<file path="src/sv/bcgd_pkg.sv">
`timescale 1ns / 1ps
// ----------------------------------------------------------------------------
// bcgd_pkg
// Types, constants and helpers of the button gesture detector.
// ----------------------------------------------------------------------------
package bcgd_pkg;

  localparam int CNT_W      = 16;
  localparam int TICK_W     = 16;
  localparam int CMP_W      = (CNT_W > TICK_W) ? CNT_W : TICK_W;
  localparam int CFG_IDX_W  = 3;
  localparam int CFG_DATA_W = 16;
  localparam int FLAG_W     = 7;

  typedef logic [CNT_W-1:0]  cnt_t;
  typedef logic [TICK_W-1:0] tick_t;
  typedef logic [FLAG_W-1:0] flags_t;

  localparam cnt_t CNT_MAX = '1;

  // event flag bit positions
  localparam int F_CLICK  = 0;
  localparam int F_DBL    = 1;
  localparam int F_LONG   = 2;
  localparam int F_CLK_P  = 3;
  localparam int F_LONG_P = 4;
  localparam int F_DBL_P  = 5;
  localparam int F_REL_P  = 6;

  localparam flags_t FLAGS_RESET = flags_t'(1) << F_REL_P;

  typedef enum logic [CFG_IDX_W-1:0] {
    REG_ACTIVE_LEVEL  = 3'd0,
    REG_DEBOUNCE      = 3'd1,
    REG_LONG_PRESS    = 3'd2,
    REG_DOUBLE_WINDOW = 3'd3,
    REG_CLICK_ONCE    = 3'd4,
    REG_LONG_ONCE     = 3'd5,
    REG_DOUBLE_ONCE   = 3'd6
  } cfg_reg_t;

  typedef struct packed {
    logic  active_level;
    tick_t debounce_ticks;
    tick_t long_press_ticks;
    tick_t double_click_window;
    logic  click_report_once;
    logic  long_report_once;
    logic  double_report_once;
  } cfg_t;

  typedef struct packed {
    logic clicked;
    logic long_clicked;
    logic double_clicked;
    logic released;
  } result_t;

  function automatic cnt_t sat_inc(input cnt_t v);
    return (v == CNT_MAX) ? v : v + cnt_t'(1);
  endfunction

endpackage

</file>
<file path="src/sv/bcgd_in_if.sv">
`timescale 1ns / 1ps
// ----------------------------------------------------------------------------
// bcgd_in_if
// Poll tick request channel: one raw pin sample per request.
// ----------------------------------------------------------------------------
interface bcgd_in_if;
  logic valid;
  logic ready;
  logic pin_level;

  modport source (output valid, output pin_level, input ready);
  modport sink   (input valid, input pin_level, output ready);
endinterface

</file>
<file path="src/sv/bcgd_out_if.sv">
`timescale 1ns / 1ps
// ----------------------------------------------------------------------------
// bcgd_out_if
// Gesture result channel: four query answers per request.
// ----------------------------------------------------------------------------
interface bcgd_out_if;
  logic valid;
  logic ready;
  logic clicked;
  logic long_clicked;
  logic double_clicked;
  logic released;

  modport source (output valid, output clicked, output long_clicked,
                  output double_clicked, output released, input ready);
  modport sink   (input valid, input clicked, input long_clicked,
                  input double_clicked, input released, output ready);
endinterface

</file>
<file path="src/sv/bcgd_cfg_if.sv">
`timescale 1ns / 1ps
// ----------------------------------------------------------------------------
// bcgd_cfg_if
// Configuration write channel: register index and write data.
// ----------------------------------------------------------------------------
interface bcgd_cfg_if;
  import bcgd_pkg::*;
  logic                  valid;
  logic                  ready;
  logic [CFG_IDX_W-1:0]  index;
  logic [CFG_DATA_W-1:0] data;

  modport source (output valid, output index, output data, input ready);
  modport sink   (input valid, input index, input data, output ready);
endinterface

</file>
<file path="src/sv/button_click_gesture_detector_unit.sv">
`timescale 1ns / 1ps
// A request passes the input register and then the result register before its result can be accepted.
// Throughput: 1 request per cycle while the result channel is ready; the counter/flag update is combinational.
// The input stage keeps accepting while a result waits, until both registers are full.
// Reset (synchronous, rst_n low): counters cleared, release counter saturated,
// only the released-reported mark set, registers back to their defaults.
// ----------------------------------------------------------------------------
// button_click_gesture_detector_unit
// Debounced click, double click, long press and release detection per poll tick.
// ----------------------------------------------------------------------------
module button_click_gesture_detector_unit
  import bcgd_pkg::*;
(
  input  logic        clk,
  input  logic        rst_n,
  bcgd_in_if.sink     in_ch,
  bcgd_out_if.source  out_ch,
  bcgd_cfg_if.sink    cfg_ch
);

  cfg_t cfg;
  logic s1_valid;
  logic s1_pin;
  logic s2_adv;

  bcgd_cfg_regs u_cfg (
    .clk    (clk),
    .rst_n  (rst_n),
    .cfg_ch (cfg_ch),
    .cfg_o  (cfg)
  );

  bcgd_in_stage u_in (
    .clk     (clk),
    .rst_n   (rst_n),
    .in_ch   (in_ch),
    .adv_i   (s2_adv),
    .valid_o (s1_valid),
    .pin_o   (s1_pin)
  );

  bcgd_engine u_eng (
    .clk     (clk),
    .rst_n   (rst_n),
    .cfg_i   (cfg),
    .valid_i (s1_valid),
    .pin_i   (s1_pin),
    .adv_o   (s2_adv),
    .out_ch  (out_ch)
  );

endmodule

</file>
<file path="src/sv/bcgd_cfg_regs.sv">
`timescale 1ns / 1ps
// ----------------------------------------------------------------------------
// bcgd_cfg_regs
// Configuration register file; unknown indexes are dropped.
// ----------------------------------------------------------------------------
module bcgd_cfg_regs
  import bcgd_pkg::*;
(
  input  logic        clk,
  input  logic        rst_n,
  bcgd_cfg_if.sink    cfg_ch,
  output cfg_t        cfg_o
);

  cfg_t cfg_r;
  cfg_t cfg_nxt;

  assign cfg_ch.ready = 1'b1;
  assign cfg_o        = cfg_r;

  always_comb begin
    cfg_nxt = cfg_r;
    if (cfg_ch.valid) begin
      case (cfg_reg_t'(cfg_ch.index))
        REG_ACTIVE_LEVEL:  cfg_nxt.active_level        = cfg_ch.data[0];
        REG_DEBOUNCE:      cfg_nxt.debounce_ticks      = tick_t'(cfg_ch.data);
        REG_LONG_PRESS:    cfg_nxt.long_press_ticks    = tick_t'(cfg_ch.data);
        REG_DOUBLE_WINDOW: cfg_nxt.double_click_window = tick_t'(cfg_ch.data);
        REG_CLICK_ONCE:    cfg_nxt.click_report_once   = cfg_ch.data[0];
        REG_LONG_ONCE:     cfg_nxt.long_report_once    = cfg_ch.data[0];
        REG_DOUBLE_ONCE:   cfg_nxt.double_report_once  = cfg_ch.data[0];
        default:           cfg_nxt = cfg_r;
      endcase
    end
  end

  always_ff @(posedge clk) begin
    if (!rst_n) begin
      cfg_r.active_level        <= 1'b0;
      cfg_r.debounce_ticks      <= tick_t'(5);
      cfg_r.long_press_ticks    <= tick_t'(100);
      cfg_r.double_click_window <= tick_t'(30);
      cfg_r.click_report_once   <= 1'b1;
      cfg_r.long_report_once    <= 1'b1;
      cfg_r.double_report_once  <= 1'b1;
    end else begin
      cfg_r <= cfg_nxt;
    end
  end

endmodule

</file>
<file path="src/sv/bcgd_in_stage.sv">
`timescale 1ns / 1ps
// ----------------------------------------------------------------------------
// bcgd_in_stage
// Input register for the pin sample; refills when empty or whenever downstream advances.
// ----------------------------------------------------------------------------
module bcgd_in_stage
  import bcgd_pkg::*;
(
  input  logic     clk,
  input  logic     rst_n,
  bcgd_in_if.sink  in_ch,
  input  logic     adv_i,
  output logic     valid_o,
  output logic     pin_o
);

  logic valid_r;
  logic pin_r;
  logic load;

  assign load         = !valid_r || adv_i;
  assign in_ch.ready  = load;
  assign valid_o      = valid_r;
  assign pin_o        = pin_r;

  always_ff @(posedge clk) begin
    if (!rst_n) begin
      valid_r <= 1'b0;
    end else if (load) begin
      valid_r <= in_ch.valid;
    end
  end

  always_ff @(posedge clk) begin
    if (load && in_ch.valid) begin
      pin_r <= in_ch.pin_level;
    end
  end

endmodule

</file>
<file path="src/sv/bcgd_engine.sv">
`timescale 1ns / 1ps
// ----------------------------------------------------------------------------
// bcgd_engine
// Tick update of counters and event flags, query evaluation, result register.
// ----------------------------------------------------------------------------
module bcgd_engine
  import bcgd_pkg::*;
(
  input  logic       clk,
  input  logic       rst_n,
  input  cfg_t       cfg_i,
  input  logic       valid_i,
  input  logic       pin_i,
  output logic       adv_o,
  bcgd_out_if.source out_ch
);

  cnt_t    deb_r, deb_nxt;
  cnt_t    hold_r, hold_nxt;
  cnt_t    since_r, since_nxt;
  flags_t  flags_r, flags_nxt;
  logic    out_valid_r;
  result_t res_r, res_nxt;
  logic    adv;
  logic    pressed;
  logic    step;

  assign adv     = !out_valid_r || out_ch.ready;
  assign adv_o   = adv;
  assign step    = adv && valid_i;
  assign pressed = (pin_i == cfg_i.active_level);

  always_comb begin
    deb_nxt   = deb_r;
    hold_nxt  = hold_r;
    since_nxt = since_r;
    flags_nxt = flags_r;
    res_nxt   = '0;

    if (!pressed) begin
      deb_nxt   = '0;
      hold_nxt  = '0;
      since_nxt = sat_inc(since_r);
      if (flags_r[F_CLICK]) begin
        flags_nxt = '0;
        since_nxt = '0;
      end
    end else begin
      if (CMP_W'(deb_r) >= CMP_W'(cfg_i.debounce_ticks)) begin
        flags_nxt[F_CLICK] = 1'b1;
        if (CMP_W'(since_r) < CMP_W'(cfg_i.double_click_window)) begin
          flags_nxt[F_DBL] = 1'b1;
        end
      end
      deb_nxt = sat_inc(deb_r);
      if (CMP_W'(hold_r) >= CMP_W'(cfg_i.long_press_ticks)) begin
        flags_nxt[F_LONG] = 1'b1;
      end
      hold_nxt = sat_inc(hold_r);
    end

    // queries in fixed order
    if (flags_nxt[F_CLICK] && !flags_nxt[F_CLK_P]) begin
      if (cfg_i.click_report_once) flags_nxt[F_CLK_P] = 1'b1;
      res_nxt.clicked = 1'b1;
    end
    if (flags_nxt[F_LONG] && !flags_nxt[F_LONG_P]) begin
      if (cfg_i.long_report_once) flags_nxt[F_LONG_P] = 1'b1;
      res_nxt.long_clicked = 1'b1;
    end
    if (flags_nxt[F_DBL] && !flags_nxt[F_DBL_P]) begin
      if (cfg_i.double_report_once) flags_nxt[F_DBL_P] = 1'b1;
      res_nxt.double_clicked = 1'b1;
    end
    if (flags_nxt == '0) begin
      flags_nxt[F_REL_P] = 1'b1;
      res_nxt.released   = 1'b1;
    end
  end

  always_ff @(posedge clk) begin
    if (!rst_n) begin
      deb_r       <= '0;
      hold_r      <= '0;
      since_r     <= CNT_MAX;
      flags_r     <= FLAGS_RESET;
      out_valid_r <= 1'b0;
    end else begin
      if (adv) begin
        out_valid_r <= valid_i;
      end
      if (step) begin
        deb_r   <= deb_nxt;
        hold_r  <= hold_nxt;
        since_r <= since_nxt;
        flags_r <= flags_nxt;
      end
    end
  end

  always_ff @(posedge clk) begin
    if (step) begin
      res_r <= res_nxt;
    end
  end

  assign out_ch.valid          = out_valid_r;
  assign out_ch.clicked        = res_r.clicked;
  assign out_ch.long_clicked   = res_r.long_clicked;
  assign out_ch.double_clicked = res_r.double_clicked;
  assign out_ch.released       = res_r.released;

endmodule

</file>
<file path="src/flat_wrapper.sv">
// flat-port wrapper written by rule: the top's interface ports become plain ports
module button_click_gesture_detector_unit_flat import bcgd_pkg::*;
  (clk, rst_n, in_ch_valid, in_ch_pin_level, in_ch_ready, out_ch_valid, out_ch_clicked, out_ch_long_clicked, out_ch_double_clicked, out_ch_released, out_ch_ready, cfg_ch_valid, cfg_ch_index, cfg_ch_data, cfg_ch_ready);
  bcgd_in_if in_ch_i ();
  bcgd_out_if out_ch_i ();
  bcgd_cfg_if cfg_ch_i ();
  input  logic clk;
  input  logic rst_n;
  input wire logic [$bits(in_ch_i.valid)-1:0] in_ch_valid;
  input wire logic [$bits(in_ch_i.pin_level)-1:0] in_ch_pin_level;
  output wire logic [$bits(in_ch_i.ready)-1:0] in_ch_ready;
  output wire logic [$bits(out_ch_i.valid)-1:0] out_ch_valid;
  output wire logic [$bits(out_ch_i.clicked)-1:0] out_ch_clicked;
  output wire logic [$bits(out_ch_i.long_clicked)-1:0] out_ch_long_clicked;
  output wire logic [$bits(out_ch_i.double_clicked)-1:0] out_ch_double_clicked;
  output wire logic [$bits(out_ch_i.released)-1:0] out_ch_released;
  input wire logic [$bits(out_ch_i.ready)-1:0] out_ch_ready;
  input wire logic [$bits(cfg_ch_i.valid)-1:0] cfg_ch_valid;
  input wire logic [$bits(cfg_ch_i.index)-1:0] cfg_ch_index;
  input wire logic [$bits(cfg_ch_i.data)-1:0] cfg_ch_data;
  output wire logic [$bits(cfg_ch_i.ready)-1:0] cfg_ch_ready;
  assign in_ch_i.valid = in_ch_valid;
  assign in_ch_i.pin_level = in_ch_pin_level;
  assign in_ch_ready = in_ch_i.ready;
  assign out_ch_valid = out_ch_i.valid;
  assign out_ch_clicked = out_ch_i.clicked;
  assign out_ch_long_clicked = out_ch_i.long_clicked;
  assign out_ch_double_clicked = out_ch_i.double_clicked;
  assign out_ch_released = out_ch_i.released;
  assign out_ch_i.ready = out_ch_ready;
  assign cfg_ch_i.valid = cfg_ch_valid;
  assign cfg_ch_i.index = cfg_ch_index;
  assign cfg_ch_i.data = cfg_ch_data;
  assign cfg_ch_ready = cfg_ch_i.ready;
  button_click_gesture_detector_unit u_core (.clk(clk), .rst_n(rst_n), .in_ch(in_ch_i), .out_ch(out_ch_i), .cfg_ch(cfg_ch_i));
endmodule
</file>
<file path="config.mk">
export PLATFORM = sky130hd
export DESIGN_NAME = button_click_gesture_detector_unit_flat
export DESIGN_NICKNAME = d
export VERILOG_FILES = /design/src/sv/bcgd_pkg.sv /design/src/sv/bcgd_in_if.sv /design/src/sv/bcgd_out_if.sv /design/src/sv/bcgd_cfg_if.sv /design/src/sv/button_click_gesture_detector_unit.sv /design/src/sv/bcgd_cfg_regs.sv /design/src/sv/bcgd_in_stage.sv /design/src/sv/bcgd_engine.sv /design/src/flat_wrapper.sv
export SDC_FILE = /design/constraint.sdc
export NUM_CORES = 1
export LEC_CHECK = 0
export CAP_MARGIN = 20
export CORE_MARGIN = 10
export CORE_UTILIZATION = 45
export DETAILED_ROUTE_END_ITERATION = 12
export DONT_BUFFER_PORTS = 1
export SLEW_MARGIN = 15
export SYNTH_ARGS = -nofsm -noshare
export SYNTH_HDL_FRONTEND = slang
export SYNTH_SLANG_ARGS = --single-unit
</file>
<file path="constraint.sdc">
create_clock -name clk -period 4 [get_ports clk]
set_input_delay 0.8 -clock clk [delete_from_list [all_inputs] [get_ports clk]]
set_output_delay 0.8 -clock clk [all_outputs]
set_load 0.005 [all_outputs]
</file>
; ---- After elaboration in Yosys (flattened, before gate mapping)
; Index checks and enable logic that the tools add are counted.
[word_totals]
ff_bits = 114
latchBits = 0
ramBits = 0
rom_bits = 0
input_bits = 25
output_inout_bits = 7
elab_cells = 85
memories = 0
[op_classes]
add_sub_neg = 3
mul = 0
n_div = 0
order_cmp = 3
n_eq_ne = 13
n_shift = 0
mux = 23
bitwise = 1
reduce_logical = 24
[op_table]
columns = cell, count
row1 = 16-bit 2-to-1 mux, 6
row2 = "16-bit by 1-bit adder with 16-bit output, second input constant", 3
row3 = "16-bit equality test, second input constant", 3
row4 = 16-bit >= comparator, 2
row5 = 2-bit AND reduction, 9
row6 = 16-bit less-than comparator, 1
row7 = 1-bit 2-to-1 mux, 13
row8 = "3-bit equality test, second input constant", 3
row9 = 7-bit zero test, 1
row10 = 7-bit 2-to-1 mux, 1
row11 = "3-bit by 2-bit equality test with 1-bit output, second input constant", 2
row12 = "2-bit != test, second input constant", 3
row13 = 1-bit logical AND, 5
row14 = 1-bit zero test, 5
row15 = 4-bit 2-to-1 mux, 1
row16 = "3-bit by 1-bit equality test with 1-bit output, second input constant", 1
row17 = 3-bit zero test, 1
row18 = 3-bit 2-to-1 mux, 1
row19 = 3-bit AND reduction, 1
row20 = 1-bit logical OR, 2
row21 = 2-bit 2-to-1 mux, 1
row22 = 1-bit equality test, 1
row23 = 1-bit NOT, 1

; ---- Logic depth before layout (Yosys ltp)
[logic_depth]
depth_word = 8
ltp_mapped = 9
depth_no_buf = 8

; ---- Cells and area by module
; A second synthesis with hierarchy kept.
[hier_totals]
hier_cells = 692
hier_area_um2 = 6192.2
[modules_own_cells]
columns = mod, n_inst, cells_each, area_each_um2, seq_area_each_um2
row1 = bcgd_engine, 1, 483, 4022.6, 1241.2
row2 = bcgd_cfg_regs, 1, 203, 2082.0, 1041.0
row3 = bcgd_in_stage, 1, 6, 87.6, 50.0

; ---- Least setup slack after synthesis
; OpenSTA, ideal clock, no wires.
[synth_path]
path_kind = register to register
from = register u_core.u_eng.deb_r[0]
to = register u_core.u_eng.res_r, in the netlist u_core.u_eng.out_ch.double_clicked, data pin
setup_time_ps = 271
arrival_time_ps = 1798
required_ps = 3729
path_slack_ps = 1931
path_stages_with_launch = 9
path_buffers = 0
period_less_slack_ps = 2069
cell_sequence = dfxtp_1 inv_1 ha_1 nand2b_1 a2111oi_0 o31a_1 o21ai_1 a41oi_1 a21oi_1
[synth_rtl]
columns = element, line_no
row1 = from (decl), bcgd_engine.sv:18  ; cnt_t deb_r, deb_nxt;
row2 = from (signal assigned), bcgd_engine.sv:93  ; deb_r <= deb_nxt;
row3 = to (signal assigned), bcgd_engine.sv:103  ; res_r <= res_nxt;
row4 = to (decl), bcgd_engine.sv:23  ; result_t res_r, res_nxt;

; ---- Worst setup path in the final report
[layout_path]
from = register u_core.u_eng.hold_r[10]
to = register u_core.u_eng.flags_r[6]
[layout_between]
elab_chain_cells = 7
[layout_rtl]
columns = element, line_no
row1 = from (decl), bcgd_engine.sv:19  ; cnt_t hold_r, hold_nxt;
row2 = from (signal assigned), bcgd_engine.sv:94  ; hold_r <= hold_nxt;
row3 = 16-bit >= comparator *, bcgd_engine.sv:56  ; if (CMP_W'(hold_r) >= CMP_W'(cfg_i.long_press_ticks)) begin
row4 = 1-bit 2-to-1 mux *, bcgd_engine.sv:56
row5 = 3-bit 2-to-1 mux *, bcgd_engine.sv:40  ; if (!pressed) begin
row6 = 1-bit logical AND, bcgd_engine.sv:67  ; if (flags_nxt[F_LONG] && !flags_nxt[F_LONG_P]) begin
row7 = 1-bit 2-to-1 mux, bcgd_engine.sv:67
row8 = 7-bit zero test *, bcgd_engine.sv:75  ; if (flags_nxt == '0) begin
row9 = 1-bit 2-to-1 mux *, bcgd_engine.sv:75
row10 = to (signal assigned), bcgd_engine.sv:96  ; flags_r <= flags_nxt;
row11 = to (decl), bcgd_engine.sv:21  ; flags_t flags_r, flags_nxt;
; Mark *: on every way between the ends. The rest lies on a longest branch, timed or not.
; A chain may end at the register's enable or synchronous reset.

==> impl_results.html <==
<table>
<tr><th>Metric</th><th>Value</th></tr>
<tr><th colspan="2">Status</th></tr>
<tr><td>Run status</td><td>finished, final reports clean</td></tr>
<tr><th colspan="2">STA</th></tr>
<tr><td># setup viols final</td><td>0</td></tr>
<tr><td>Transition time at the pin with the least slew margin</td><td>871.8 ps</td></tr>
<tr><td>Minimum clock period after layout</td><td>2530 ps</td></tr>
<tr><td>Peak Freq</td><td>0.3953 GHz</td></tr>
<tr><td>Max transition margin</td><td>0.4146</td></tr>
<tr><td>Final period util</td><td>0.6324</td></tr>
<tr><td>Least setup slack across all paths after layout</td><td>1470 ps</td></tr>
<tr><td>TNS Setup</td><td>0 ps</td></tr>
<tr><td>Setup repair after global routing missed its margin</td><td>no</td></tr>
<tr><td>Final clock skew</td><td>8.925 ps</td></tr>
<tr><td>Final count of pins violating max slew</td><td>0</td></tr>
<tr><td>Final Hold Violating Endpoints</td><td>0</td></tr>
<tr><th colspan="2">Routing</th></tr>
<tr><td>Number of nets with antenna violations after routing</td><td>0</td></tr>
<tr><td>Number of detailed-routing iterations run before antenna repair</td><td>4</td></tr>
<tr><td>Average routed wire per standard cell</td><td>16.56 um</td></tr>
<tr><td>Remaining design rule violation count</td><td>0</td></tr>
<tr><td>Violation count after the first detailed-routing iteration</td><td>approximately 360</td></tr>
<tr><td>Routed WL</td><td>around 15000 um</td></tr>
<tr><td>Via-to-Cell Ratio</td><td>5.518</td></tr>
<tr><td>Overall via count from detail_route</td><td>just under 5000</td></tr>
<tr><th colspan="2">Clock network</th></tr>
<tr><td>Number of H-tree levels</td><td>4</td></tr>
<tr><td>Clock buffer count from CTS</td><td>17</td></tr>
<tr><td>Post CTS Setup Buffer Count</td><td>0</td></tr>
<tr><td>Total number of clock tree sinks</td><td>between 100 and 150</td></tr>
<tr><td>Cts repair resizes</td><td>0</td></tr>
<tr><td>Max Root-Sink Buffers</td><td>2</td></tr>
<tr><td>Clock-pin slew on the worst setup and hold paths</td><td>60 ps</td></tr>
<tr><td>CTS tree</td><td>done</td></tr>
<tr><td>Clock tree root buffer cell</td><td>sky130_fd_sc_hd__clkbuf_16</td></tr>
<tr><td>Cts hold-fix bufs</td><td>0</td></tr>
<tr><td>Worst skew pair latency</td><td>between 400 and 500 ps</td></tr>
<tr><th colspan="2">Finish</th></tr>
<tr><td>Non-filler cells in the finished layout</td><td>900</td></tr>
<tr><td>Area occupied by registers</td><td>2332 um2</td></tr>
<tr><td>Number of nets in the final layout</td><td>790</td></tr>
<tr><td>Leading cell types in the layout, fill and taps excluded</td><td>132 x sky130_fd_sc_hd__nand2_1, 109 x sky130_fd_sc_hd__dfxtp_1, 73 x sky130_fd_sc_hd__a21oi_1, 58 x sky130_fd_sc_hd__inv_1, 50 x sky130_fd_sc_hd__ha_1</td></tr>
<tr><td>Fill cells</td><td>1268</td></tr>
<tr><td>Final instance area</td><td>6576 um2</td></tr>
<tr><td>Leading cell type in the layout, fill and taps excluded</td><td>sky130_fd_sc_hd__nand2_1</td></tr>
<tr><td>End-of-flow core utilization</td><td>0.5169</td></tr>
<tr><td>Fraction of layout instances using a drive strength above 1</td><td>0.05907</td></tr>
<tr><td>Area used by multi-input combinational logic</td><td>3203 um2</td></tr>
<tr><td>Ant. Diodes</td><td>0</td></tr>
<tr><td>Signed area change from the synthesized netlist to the final layout</td><td>12.00%</td></tr>
<tr><th colspan="2">Place</th></tr>
<tr><td>Placed cell count</td><td>867</td></tr>
<tr><td>Weighted congestion reported at the end of routability-driven placement</td><td>0.8579</td></tr>
<tr><td>Post-Place Worst Slack</td><td>1294 ps</td></tr>
<tr><td>Number of buffer cells added on primary ports</td><td>0</td></tr>
<tr><td>DPL Wire Length</td><td>10780 um</td></tr>
<tr><td>Area after DPL</td><td>5976 um2</td></tr>
<tr><th colspan="2">Worst setup path</th></tr>
<tr><td>Crit Reg-Reg Endpoint</td><td>u_core.u_eng.flags_r[6]</td></tr>
<tr><td>R2R Setup Slk</td><td>~1500 ps</td></tr>
<tr><td>CP Class</td><td>register to register</td></tr>
<tr><td>Maximum fanout along the worst path</td><td>6</td></tr>
<tr><td>Type of element capturing the critical path</td><td>register</td></tr>
<tr><td>Data arrival, critical path</td><td>approximately 2800 ps</td></tr>
<tr><td>FF-to-FF Start</td><td>u_core.u_eng.hold_r[10]</td></tr>
<tr><td>Worst Reg2Reg Path Length in Cells</td><td>7</td></tr>
<tr><td>Required time at the endpoint of the critical path</td><td>between 4000 and 5000 ps</td></tr>
<tr><td>End point of the critical path</td><td>u_core.u_eng.flags_r[6]</td></tr>
<tr><td>Sort of element at the start of the critical path</td><td>register</td></tr>
<tr><td>Critical Path Start</td><td>u_core.u_eng.hold_r[10]</td></tr>
<tr><th colspan="2">Synth</th></tr>
<tr><td>Cell count after synthesis</td><td>just over 700</td></tr>
<tr><td>Seq/Total Area, Yosys</td><td>0.3972</td></tr>
<tr><td>Synthesized netlist net count</td><td>799</td></tr>
<tr><td>Number of register bits inferred by synthesis</td><td>114</td></tr>
<tr><td>Cell type with the largest total area after synthesis</td><td>sky130_fd_sc_hd__dfxtp_1</td></tr>
<tr><td>Count of distinct cell types in the synthesized netlist</td><td>58</td></tr>
<tr><td>Netlist area before placement</td><td>between 5000 and 6000 um2</td></tr>
<tr><td>Mean instance size in the synthesized netlist</td><td>just over 8 um2</td></tr>
<tr><td>Synth top area cells</td><td>sky130_fd_sc_hd__dfxtp_1 37%, sky130_fd_sc_hd__ha_1 11%, sky130_fd_sc_hd__nand2_1 8.4%</td></tr>
<tr><td>Share of flip-flops with an asynchronous set or reset after synthesis</td><td>0</td></tr>
<tr><td>Share of Yosys cell area claimed by the top area cell type</td><td>0.3716</td></tr>
<tr><td>Most instantiated flip-flop cell in the synthesis netlist</td><td>sky130_fd_sc_hd__dfxtp_1</td></tr>
<tr><td>Warning count from the yosys run</td><td>0</td></tr>
<tr><td>Number of enable-type register cells in the synthesized netlist</td><td>5</td></tr>
<tr><th colspan="2">GRT</th></tr>
<tr><td>Number of global-route vias before repair</td><td>4671</td></tr>
<tr><td>Global routing usage summed across all routing layers</td><td>0.1708</td></tr>
<tr><td>Congestion Overflow GR</td><td>0</td></tr>
<tr><td>Antenna violations before repair</td><td>0</td></tr>
<tr><td>Wire length of the first global-routing pass</td><td>24370 um</td></tr>
<tr><td>Largest net degree at the start of global routing</td><td>48</td></tr>
<tr><th colspan="2">Power</th></tr>
<tr><td>Switching part of the total power</td><td>0.3220</td></tr>
<tr><td>Switching Power</td><td>approximately 1.2 mW</td></tr>
<tr><td>Leakage power</td><td>2.451 nW</td></tr>
<tr><td>Clk network pwr share</td><td>0.403</td></tr>
<tr><td>Total internal power</td><td>around 2.5 mW</td></tr>
<tr><td>Portion of total power attributed to sequential cells</td><td>0.373</td></tr>
<tr><td>Comb power frac</td><td>0.224</td></tr>
<tr><td>Peak ir drop on the vdd network</td><td>0.0003597 V</td></tr>
<tr><td>Pwr per Cell Area</td><td>563.0 nW/um2</td></tr>
<tr><th colspan="2">Floorplan</th></tr>
<tr><td>Initial core utilization</td><td>0.4615</td></tr>
<tr><td>Std-Cell Rows</td><td>41</td></tr>
<tr><td>Die height</td><td>about 130 um</td></tr>
<tr><td>IO Count</td><td>32</td></tr>
<tr><td>Chip width</td><td>134.2 um</td></tr>
<tr><td>Overall die area</td><td>18020 um2</td></tr>
<tr><td>Area of the core</td><td>12720 um2</td></tr>
<tr><th colspan="2">Min path</th></tr>
<tr><td>Class of the tightest hold or removal check</td><td>input port to register</td></tr>
<tr><th colspan="2">Flow run</th></tr>
<tr><td>Number of maximum-capacitance violations</td><td>0</td></tr>
</table>
[how the worst min path moves through the flow]
stage                                    to                    start  cells after the start  slack [ps]
floorplan           u_core.u_eng.flags_r[6]  u_core.u_eng.flags_r[6]                      1         430
global placement     u_core.u_cfg.cfg_o[23]   u_core.u_cfg.cfg_o[23]                      2         440
detailed placement   u_core.u_cfg.cfg_o[23]   u_core.u_cfg.cfg_o[23]                      2         450
CTS                 u_core.u_eng.since_r[1]                    rst_n                      1         430
global route        u_core.u_eng.since_r[1]                    rst_n                      1         440
finish              u_core.u_eng.since_r[1]                    rst_n                      1         450
[layout make-up]
| type | count | area share |
|---|---|---|
| Timing Repair Buffer | 2 | 0.003425 |
| Clock buffer | 17 | 0.06469 |
| Tap cell | 172 | 0.03272 |
| Sequential cell | 114 | 0.3546 |
| Inverter | 58 | 0.03311 |
| Clock inverter | 15 | 0.02435 |
| Multi-Input combinational cell | 522 | 0.4871 |
[layer usage]
layer / vias to the layer above / wire, um / GRT usage
met1: 2338 / 6831 / 0.2098
met2: 112 / 6966 / 0.2712
met3: 24 / 737 / 0.04892
li1: 2492 / - / -
met4: 0 / 369 / 0.07618
met5: - / 0 / 0
[logic make-up (layout without fill, tap and decap cells)]
| logic type | after synthesis | after routing | share of synthesized area |
|---|---|---|---|
| and+or+nand+nor | 282 | 282 | 0.2263 |
| AOI/OAI and AO/OA | 155 | 155 | 0.1590 |
| DFF | 114 | 114 | 0.3972 |
| buffers and inverters | 88 | 92 | 0.05732 |
| adders and majority gates | 50 | 50 | 0.1065 |
| xor gates and xnor gates | 30 | 30 | 0.04603 |
| muxes | 4 | 4 | 0.007032 |
| other | 1 | 1 | 0.0006386 |
[worst max-delay path: stages (launching register included)]
cell	delay, ps
sky130_fd_sc_hd__dfxtp_1	380
sky130_fd_sc_hd__ha_1	340
sky130_fd_sc_hd__and4_1	220
sky130_fd_sc_hd__nor4b_1	420
sky130_fd_sc_hd__a211oi_1	140
sky130_fd_sc_hd__a21oi_1	430
sky130_fd_sc_hd__a211oi_1	120
sky130_fd_sc_hd__a311o_1	360
[registers in the layout, summed over array words and instances, names as in the netlist]
name,count
u_core.u_eng.flags_r,7
u_core.u_in.valid_o,1
u_core.u_eng.deb_r,16
u_core.u_eng.out_ch.clicked,1
u_core.u_eng.hold_r,16
u_core.u_eng.out_ch.double_clicked,1
u_core.u_eng.since_r,16
u_core.u_eng.out_ch.released,1
u_core.u_eng.out_ch.valid,1
u_core.u_eng.out_ch.long_clicked,1
u_core.u_cfg.cfg_o,52
u_core.u_in.pin_o,1
[power by group through the flow]
stage          Sequential [mW]  Combinational, mW  Clock, mW
6_report                  1.38              0.829       1.49
5_1_grt                   1.40              0.959       1.58
4_1_cts                   1.38              0.828       1.52
3_5_place_dp              1.40              0.817          0
3_3_place_gp              1.40              0.778          0
2_1_floorplan             1.36              0.686          0
[Yosys cell counts (all sizes together) (3+ instances only)]
cell type	count
nor3	7
and2	7
buf	3
nor2b	4
a21oi	74
dfxtp	109
a41oi	3
o21a	3
ha	50
edfxtp	5
o211ai	8
nor4	6
and4	7
and3	12
xnor2	12
nand3	30
xor2	18
mux2i	3
nor2	41
nand4	16
nand2	132
or3	9
inv	58
a31oi	7
clkbuf	27
o21ai	35
nand2b	4
a211oi	5
[metrics by stage]
stage                     hold slack (ps)  power, mW
after floorplan                     425.7      2.041
after global placement              443.6      2.174
after detailed placement            448.9      2.217
after CTS                           434.6      3.721
after global routing                435.4      3.935
final                               447.8      3.703
No activity file was read; power rests on OpenSTA's default activity.
